`src/design/icpp_pkg.sv`:
```
// Shared types, constants and helpers for the point projection pipeline.
`default_nettype none
package icpp_pkg;

    // Rotation matrix entry: Q14, wide enough for non-unit quaternions
    localparam int ENT_W = 20;
    // Fraction bits of Q2.14 values and the rounding half
    localparam int FRAC = 14;
    localparam int RND_HALF = 8192;
    // Quotient bits resolved by the divider; anything larger saturates
    localparam int QBITS = 18;

    // Configuration register indexes
    localparam logic [2:0] CFG_FOCAL_X = 3'd0;
    localparam logic [2:0] CFG_FOCAL_Y = 3'd1;
    localparam logic [2:0] CFG_CENTER_X = 3'd2;
    localparam logic [2:0] CFG_CENTER_Y = 3'd3;
    localparam logic [2:0] CFG_EXT_ROT = 3'd4;
    localparam logic [2:0] CFG_EXT_TRANS = 3'd5;

    typedef logic signed [ENT_W-1:0] t_ent;

    // Clamp a signed value to a signed range of the given width
    function automatic logic signed [63:0] sat64(input logic signed [63:0] v,
                                                 input int bits);
        logic signed [63:0] hi;
        logic signed [63:0] lo;
        hi = (64'sd1 <<< (bits - 1)) - 64'sd1;
        lo = -hi - 64'sd1;
        if (v > hi) begin
            return hi;
        end else if (v < lo) begin
            return lo;
        end
        return v;
    endfunction

endpackage
`default_nettype wire

```
`src/design/icpp_proj.sv`:
```
// Pinhole projection of one axis: multiply, pipelined rounding division, centre.
`default_nettype none
module icpp_proj #(
    parameter int IW = 18
) (
    input  wire logic                 i_clk,
    input  wire logic                 i_en,
    input  wire logic                 i_kill,
    input  wire logic [15:0]          i_focal,
    input  wire logic [15:0]          i_center,
    input  wire logic signed [IW-1:0] i_lat,
    input  wire logic signed [IW-1:0] i_depth,
    output logic signed [15:0]        o_pix,
    output logic                      o_clip
);
    localparam int QB = icpp_pkg::QBITS;
    localparam int MW = IW + 17;
    localparam int DW = IW - 1;
    localparam int FW = QB + 2;

    // Multiply stage
    logic signed [MW-1:0] r1_num;
    logic [DW-1:0]        r1_d;
    logic [15:0]          r1_ctr;
    logic                 r1_kill;
    // Rounding offset stage
    logic [MW-1:0]        n2_mag;
    logic [MW-1:0]        r2_n;
    logic [DW-1:0]        r2_d;
    logic [15:0]          r2_ctr;
    logic                 r2_neg;
    logic                 r2_kill;
    // Divider stages, index 0 is the setup stage
    logic [DW-1:0]        r_rem  [QB+1];
    logic [QB-1:0]        r_low  [QB+1];
    logic [QB-1:0]        r_q    [QB+1];
    logic [DW-1:0]        r_d    [QB+1];
    logic [15:0]          r_ctr  [QB+1];
    logic                 r_neg  [QB+1];
    logic                 r_ovf  [QB+1];
    logic                 r_kill [QB+1];
    logic [DW:0]          n_t    [QB];
    logic                 n_ge   [QB];
    logic [DW:0]          n_rem  [QB];
    // Final stage
    logic [QB-1:0]        n_qv;
    logic signed [FW-1:0] n_sv;
    logic signed [FW-1:0] n_sum;
    logic signed [63:0]   n_sat;
    logic signed [15:0]   r_pix;
    logic                 r_clip;

    // Scale the lateral coordinate by the focal length
    always_ff @(posedge i_clk) begin
        if (i_en) begin
            r1_num  <= MW'($signed({1'b0, i_focal})) * MW'(i_lat);
            r1_d    <= i_depth[DW-1:0];
            r1_ctr  <= i_center;
            r1_kill <= i_kill;
        end
    end

    // Take magnitude and add half the divisor
    assign n2_mag = r1_num[MW-1] ? MW'(-r1_num) : MW'(r1_num);

    always_ff @(posedge i_clk) begin
        if (i_en) begin
            r2_n    <= n2_mag + MW'(r1_d >> 1);
            r2_d    <= r1_d;
            r2_ctr  <= r1_ctr;
            r2_neg  <= r1_num[MW-1];
            r2_kill <= r1_kill;
        end
    end

    // Flag quotient overflow and seed the remainder with the high part
    always_ff @(posedge i_clk) begin
        if (i_en) begin
            r_ovf[0]  <= r2_n >= {r2_d, {QB{1'b0}}};
            r_rem[0]  <= r2_n[MW-1:QB];
            r_low[0]  <= r2_n[QB-1:0];
            r_q[0]    <= '0;
            r_d[0]    <= r2_d;
            r_ctr[0]  <= r2_ctr;
            r_neg[0]  <= r2_neg;
            r_kill[0] <= r2_kill;
        end
    end

    // One restoring step per stage
    always_comb begin
        for (int k = 0; k < QB; k++) begin
            n_t[k]   = {r_rem[k], r_low[k][QB-1]};
            n_ge[k]  = n_t[k] >= {1'b0, r_d[k]};
            n_rem[k] = n_ge[k] ? n_t[k] - {1'b0, r_d[k]} : n_t[k];
        end
    end

    always_ff @(posedge i_clk) begin
        if (i_en) begin
            for (int k = 0; k < QB; k++) begin
                r_rem[k+1]  <= n_rem[k][DW-1:0];
                r_low[k+1]  <= {r_low[k][QB-2:0], 1'b0};
                r_q[k+1]    <= {r_q[k][QB-2:0], n_ge[k]};
                r_d[k+1]    <= r_d[k];
                r_ctr[k+1]  <= r_ctr[k];
                r_neg[k+1]  <= r_neg[k];
                r_ovf[k+1]  <= r_ovf[k];
                r_kill[k+1] <= r_kill[k];
            end
        end
    end

    // Apply sign, add centre, clamp to 16 bits
    always_comb begin
        n_qv  = r_ovf[QB] ? {QB{1'b1}} : r_q[QB];
        n_sv  = r_neg[QB] ? -$signed({2'b00, n_qv}) : $signed({2'b00, n_qv});
        n_sum = n_sv + $signed(FW'({1'b0, r_ctr[QB]}));
        n_sat = icpp_pkg::sat64(64'(n_sum), 16);
    end

    always_ff @(posedge i_clk) begin
        if (i_en) begin
            if (r_kill[QB]) begin
                r_pix  <= '0;
                r_clip <= 1'b0;
            end else begin
                r_pix  <= n_sat[15:0];
                r_clip <= n_sat != 64'(n_sum);
            end
        end
    end

    assign o_pix  = r_pix;
    assign o_clip = r_clip;
endmodule
`default_nettype wire

```
`config.mk`:
```
export PLATFORM = sky130hd
export DESIGN_NAME = icpp_proj
export DESIGN_NICKNAME = d
export VERILOG_FILES = /design/src/design/icpp_pkg.sv /design/src/design/icpp_proj.sv
export SDC_FILE = /design/constraint.sdc
export NUM_CORES = 2
export LEC_CHECK = 0
export ABC_CLOCK_PERIOD_IN_PS = 17900
export BUFFER_PORTS_ARGS = -buffer_cell sky130_fd_sc_hd__buf_4
export CORE_MARGIN = 1
export CORE_UTILIZATION = 55
export CTS_CLUSTER_DIAMETER = 150
export DETAILED_ROUTE_END_ITERATION = 8
export GPL_ROUTABILITY_DRIVEN = 1
export PLACE_DENSITY = 0.79
export SYNTH_ARGS = -nofsm -noshare
export SYNTH_HDL_FRONTEND = slang
export SYNTH_SLANG_ARGS = --single-unit
export TNS_END_PERCENT = 20
```
`constraint.sdc`:
```
create_clock -name i_clk -period 17.9 [get_ports i_clk]
set_input_delay 0.895 -clock i_clk [delete_from_list [all_inputs] [get_ports i_clk]]
set_output_delay 0.895 -clock i_clk [all_outputs]
set_load 0.01 [all_outputs]
```
# Word level (Yosys, flattened, before mapping)
# Memory sizes are Yosys's and may differ from the RTL's.
# Index checks and enable logic that the tools add are counted.
word_totals:
  ff_bits: 156
  ramBits: 1691
  word_cells: 92
  memories: 8
op_classes:
  addsub: 22
  mul: 1
  order_cmp: 21
  n_eq_ne: 1
  mux: 28
mem_list:
  columns: ["name", "depth", "word_bits", "read_ports", "rd_clocked_by_memory_dff", "wr", "line_no", "text"]
  rows:
  - ["r_low", 19, 18, 18, 0, 19, "icpp_proj.sv:35", "logic [QB-1:0] r_low [QB+1];"]
  - ["r_q", 19, 18, 19, 0, 19, "icpp_proj.sv:36", "logic [QB-1:0] r_q [QB+1];"]
  - ["r_d", 19, 17, 18, 0, 19, "icpp_proj.sv:37", "logic [DW-1:0] r_d [QB+1];"]
  - ["r_rem", 19, 17, 18, 0, 19, "icpp_proj.sv:34", "logic [DW-1:0] r_rem [QB+1];"]
  - ["r_ctr", 19, 16, 19, 0, 19, "icpp_proj.sv:38", "logic [15:0] r_ctr [QB+1];"]
  - ["r_kill", 19, 1, 19, 0, 19, "icpp_proj.sv:41", "logic r_kill [QB+1];"]
  - ["+2 memories", null, null, null, null, null, null, null]
ops:
  columns: ["op", "n"]
  rows:
  - ["18-bit by 17-bit greater-or-equal comparator with 1-bit output", 18]
  - ["17-bit two-way mux", 18]
  - ["17-bit subtractor", 18]
  - ["64-bit two-way mux", 3]
  - ["64-bit by 20-bit != test with 1-bit output", 1]
  - ["35-bit by 16-bit adder with 35-bit output", 1]
  - ["35-bit greater-or-equal comparator", 1]
  - ["17-bit by 18-bit multiplier with 35-bit output", 1]
  - ["35-bit two-way mux", 1]
  - ["35-bit negator", 1]
  - ["20-bit by 17-bit adder with 20-bit output", 1]
  - ["20-bit by 16-bit greater-than comparator with 1-bit output, second input constant", 1]
  - ["20-bit by 16-bit less-than comparator with 1-bit output, second input constant", 1]
  - ["20-bit two-way mux", 1]
  - ["18-bit negator with 20-bit output", 1]
  - ["18-bit two-way mux", 1]
  - ["1-bit two-way mux", 4]

# Depth between registers and ports, before layout
# An unclocked memory read counts as a cell.
logic_depth:
  ltp_word: 10
  depth_mapped: 25
  depth_no_buf: 24

# Least setup slack after synthesis
# Ideal clock, no wire load.
synth_path:
  path_kind: "input port to flip-flop"
  start: "input port i_focal[10]"
  end: "register r1_num[34] (data pin)"
  arrival_ns: 7.010
  required_ns: 17.641
  slack_ns: 10.630
  cell_stages: 25
  path_buffers: 2
  cell_sequence: "clkbuf_1 > clkbuf_1 > nand2_1 > fa_1 > inv_1 > fa_1 > inv_1 > fa_1 > inv_1 > fa_1 > inv_1 > fa_1 > inv_1 > fa_1 > ha_1 > o21a_1 > o21a_1 > o221ai_1 > a21oi_1 > a31oi_1 > o21ai_1 > and4_1 > a2111oi_0 > a21oi_1 > xnor2_1"
synth_between:
  elab_chain_cells: 1
synth_rtl:
  columns: ["item", "line_no", "text"]
  rows:
  - ["start, declared", "icpp_proj.sv:9", "input wire logic [15:0] i_focal,"]
  - ["17-bit by 18-bit multiplier with 35-bit output", "icpp_proj.sv:56", "r1_num <= MW'($signed({1'b0, i_focal})) * MW'(i_lat);"]
  - ["end signal, assigned", "icpp_proj.sv:56", null]
  - ["end, declared", "icpp_proj.sv:22", "logic signed [MW-1:0] r1_num;"]
# No other way between the ends.
# A chain may end at the register's enable or synchronous reset.

# Final worst setup path
# Ends and elaborated chain as after synthesis.

==> flow_metrics.tcl <==
set metrics [dict create \
    leakage_nw 33.7 \
    slowest_stage "a2111oi_0" \
    crit_buf_inv 5 \
    synthFlopType "edfxtp_1" \
    fin_util 0.611 \
    finalWeightedCongestion 0.925 \
    crit_top_cell "fa_1" \
    numClockSinks 1471 \
    antenna_found_initial 4 \
    layout.nets 6739 \
    syn_avg_cell_area_um2 13.3 \
    cts_resized 0 \
    synth.most_common_cell "edfxtp_1" \
    cellPowerDensity_nw_per_um2 192 \
    cts_setup_buffers 0 \
    grt_pass1_wl_mm 227 \
    ys_seq_area_frac 0.580 \
    drv_cap 0 \
    syn-num-nets 6573 \
    finalWirelength_mm 140 \
    grt_use_total 0.203 \
    fin_skew_ns 0.0639 \
    synthTopCellsByCount "1471 x edfxtp_1, 752 x inv_1, 448 x ha_1" \
    synth.area.top_cells "edfxtp_1 58%, fa_1 8.2%, ha_1 7.4%" \
    async_flop_share 0 \
    dp_slack_ns 10.06 \
    hold_path_end "r1_d[12]$_DFFE_PP_" \
    io_buffers 86 \
    layout_setup_ws_ns 10.85 \
    hold_depth 1 \
    worstPathMaxFanout 18 \
    yosys_register_bits 1471 \
    clkTransAtPathRegs_ns 0.06 \
    final.period_utilization 0.394 \
    synth_top_area_cell "edfxtp_1" \
    wire_per_inst_um 17.9 \
    fin_crit_ns 7.05 \
    vias 43123 \
    slew_violations 0 \
    nFillCells 10242 \
    drtAntennaViolNets 0 \
    area_growth_pct 10.3 \
    synth_cells 5742 \
    overflow 0 \
    worstSetupPathType "input pin to flop" \
    drcViolationCount 0 \
    synth_edf_count 1471 \
    cpPeakStageDelay_ns 0.70 \
    grt_pass1_vias 44451 \
    slew_headroom 0.268 \
    netlist_area_um2 76200 \
    layout-drive-gt1-share 0.0920 \
    tightest_slew_ns 1.10 \
    die_w_um 374 \
    drt-pass1-iter-count 5 \
    cts_buffers 151 \
    grt_start_max_net_pins 201 \
    arrival_ns 7.50 \
    dr.first_iter.drc_count 2937 \
    cts_max_level 4 \
    hold_class "input pin to flop" \
    regToRegStartpoint "r_ovf[18]$_DFFE_PP_" \
    worst-r2r-cell-count 17 \
    clk_latency_ns 0.78 \
    path_delay_family "adder cells" \
    ys_warn_count 0 \
    die-area_um2 140000 \
    io_pins 88 \
    netlist-cell-type-count 84 \
    rsz0062_at_grt "no" \
    via_per_inst 5.51 \
    finalHoldViolations 0 \
    endpoint_kind "flop" \
    path_cells "buf_4 -> and2_1 -> fa_1 -> inv_1 -> fa_1 -> inv_1 -> fa_1 -> inv_1 -> fa_1 -> fa_1 -> fa_1 -> inv_1 -> ha_1 -> o21a_1 -> o21a_1 -> o221ai_1 -> a21oi_1 -> a31oi_1 -> o21ai_1 -> and4_1 -> a2111oi_0 -> a21oi_1 -> xnor2_1" \
    ir_worst_vdd_mv 0.775 \
    cts_tree "done" \
    fmax_mhz 142 \
    required_ns 18.35 \
    dp.final_hpwl_mm 101 \
    root_buffer "clkbuf_16" \
    r2r_end "o_pix[3]$_SDFFCE_PP0P_" \
    fin_setup_tns_ns 0 \
    hp-start "i_depth[12]" \
    hold_buffers 0 \
    synth_top_cell_area_share 0.580 \
    core-area_um2 137000 \
    final-setup-viol-count 0 \
    ff2ff_setup_slack_ns 12.60 \
    critical_path_depth 23 \
    cts_buffer_depth 3 \
    outcome "completed" \
    die_h_um 374 \
    rows 136 \
    initial_core_util 0.554 \
    worst_setup_path_start_kind "input pin" \
]
## layer usage
| metal | part of all wire | GRT usage | wire length, um | vias to the layer above |
|---|---|---|---|---|
| li1 | - | - | - | 20718 |
| met1 | 0.40 | 0.238 | 55800 | 21135 |
| met2 | 0.52 | 0.370 | 73300 | 979 |
| met5 | 0.000086 | 0 | 12 | - |
| met4 | 0.036 | 0.0795 | 5000 | 2 |
| met3 | 0.043 | 0.0354 | 5980 | 289 |
## cells in the final DEF (no fill, tap or decap), types with 61 or more instances in the layout
cell type,instances
xnor2_1,229
nor2b_1,61
nand2_1,384
a21oi_1,256
nor3_1,83
mux2_2,182
ha_1,448
nor2_1,270
xor2_1,103
o21ai_0,215
edfxtp_1,1471
clkbuf_16,151
and2_1,149
a21o_1,126
buf_4,105
fa_1,312
inv_1,752
## worst reg2reg max path, cell delays in order (launching register included)
cell	delay, ns
edfxtp_1	0.38
buf_4	0.25
or4_4	0.59
or4_4	0.48
nor4_1	0.30
nor3b_1	0.09
a21oi_1	0.14
o22ai_1	0.11
ha_1	0.40
nand3_1	0.12
o31ai_1	0.55
a221oi_1	0.23
nand2_1	0.23
nand2_1	0.10
o21ba_2	0.21
nand4b_1	0.21
a31oi_2	0.46
a21boi_0	0.18
## cell type report
type                       instances  area [um2]  share of cell area
sequential                      1471       44200               0.526
multi-input combinational       3422       28800               0.343
clock buffer                     166        3830              0.0457
inverter                         753        2830              0.0337
tap                             1794        2240              0.0267
clock inverter                   111        1210              0.0144
timing repair buffer             109         876              0.0104
antenna                            1        2.50           0.0000298
## worst max-delay path by stage
stage / start / endpoint / slack (ns)
2_1_floorplan: i_focal[10] / r1_num[34]$_DFFE_PP_ / 10.63
3_3_place_gp: i_focal[2] / r1_num[34]$_DFFE_PP_ / 10.22
3_5_place_dp: i_focal[2] / r1_num[34]$_DFFE_PP_ / 10.06
4_1_cts: i_focal[2] / r1_num[34]$_DFFE_PP_ / 10.84
5_1_grt: i_focal[2] / r1_num[34]$_DFFE_PP_ / 10.48
6_report: i_focal[10] / r1_num[34]$_DFFE_PP_ / 10.85
## metrics by stage
step	power, mW	hold slack [ns]	cell area, um2	instances
floorplan	11.0	0.400	76200	5742
global placement	12.7	0.400	78900	7549
detailed placement	13.0	0.405	78900	7549
CTS	16.2	0.226	84000	7826
global route	17.3	0.243	84000	7827
finish	16.1	0.287	84000	7827
## flip-flops by register name, summed over array words and instances, names as in the netlist, 17 cells and up
signal and flops:
r_d 306, r_rem 306, r_ctr 304, r_low 171, r_q 171, r1_num 35, r2_n 35, r_kill 19
r_neg 19, r_ovf 19, r1_d 17, r2_d 17
## cell families (layout without fill, tap and decap cells)
kind of cell	Yosys count	after routing	synth area share
fa+ha+maj	760	760	0.156
mux	208	208	0.0303
xor+xnor	332	332	0.0382
compound gates	905	905	0.0752
flops	1471	1471	0.580
other cells	0	1	0
simple gates	1217	1217	0.0786
buf+inv	849	1139	0.0422
## report_power, final
part           internal [mW]  switching, mW
logic                   3.37           4.28
clock network           1.82           1.32
registers               4.96          0.388
total                   10.1           5.98
Power figures use the tool's default switching activity.
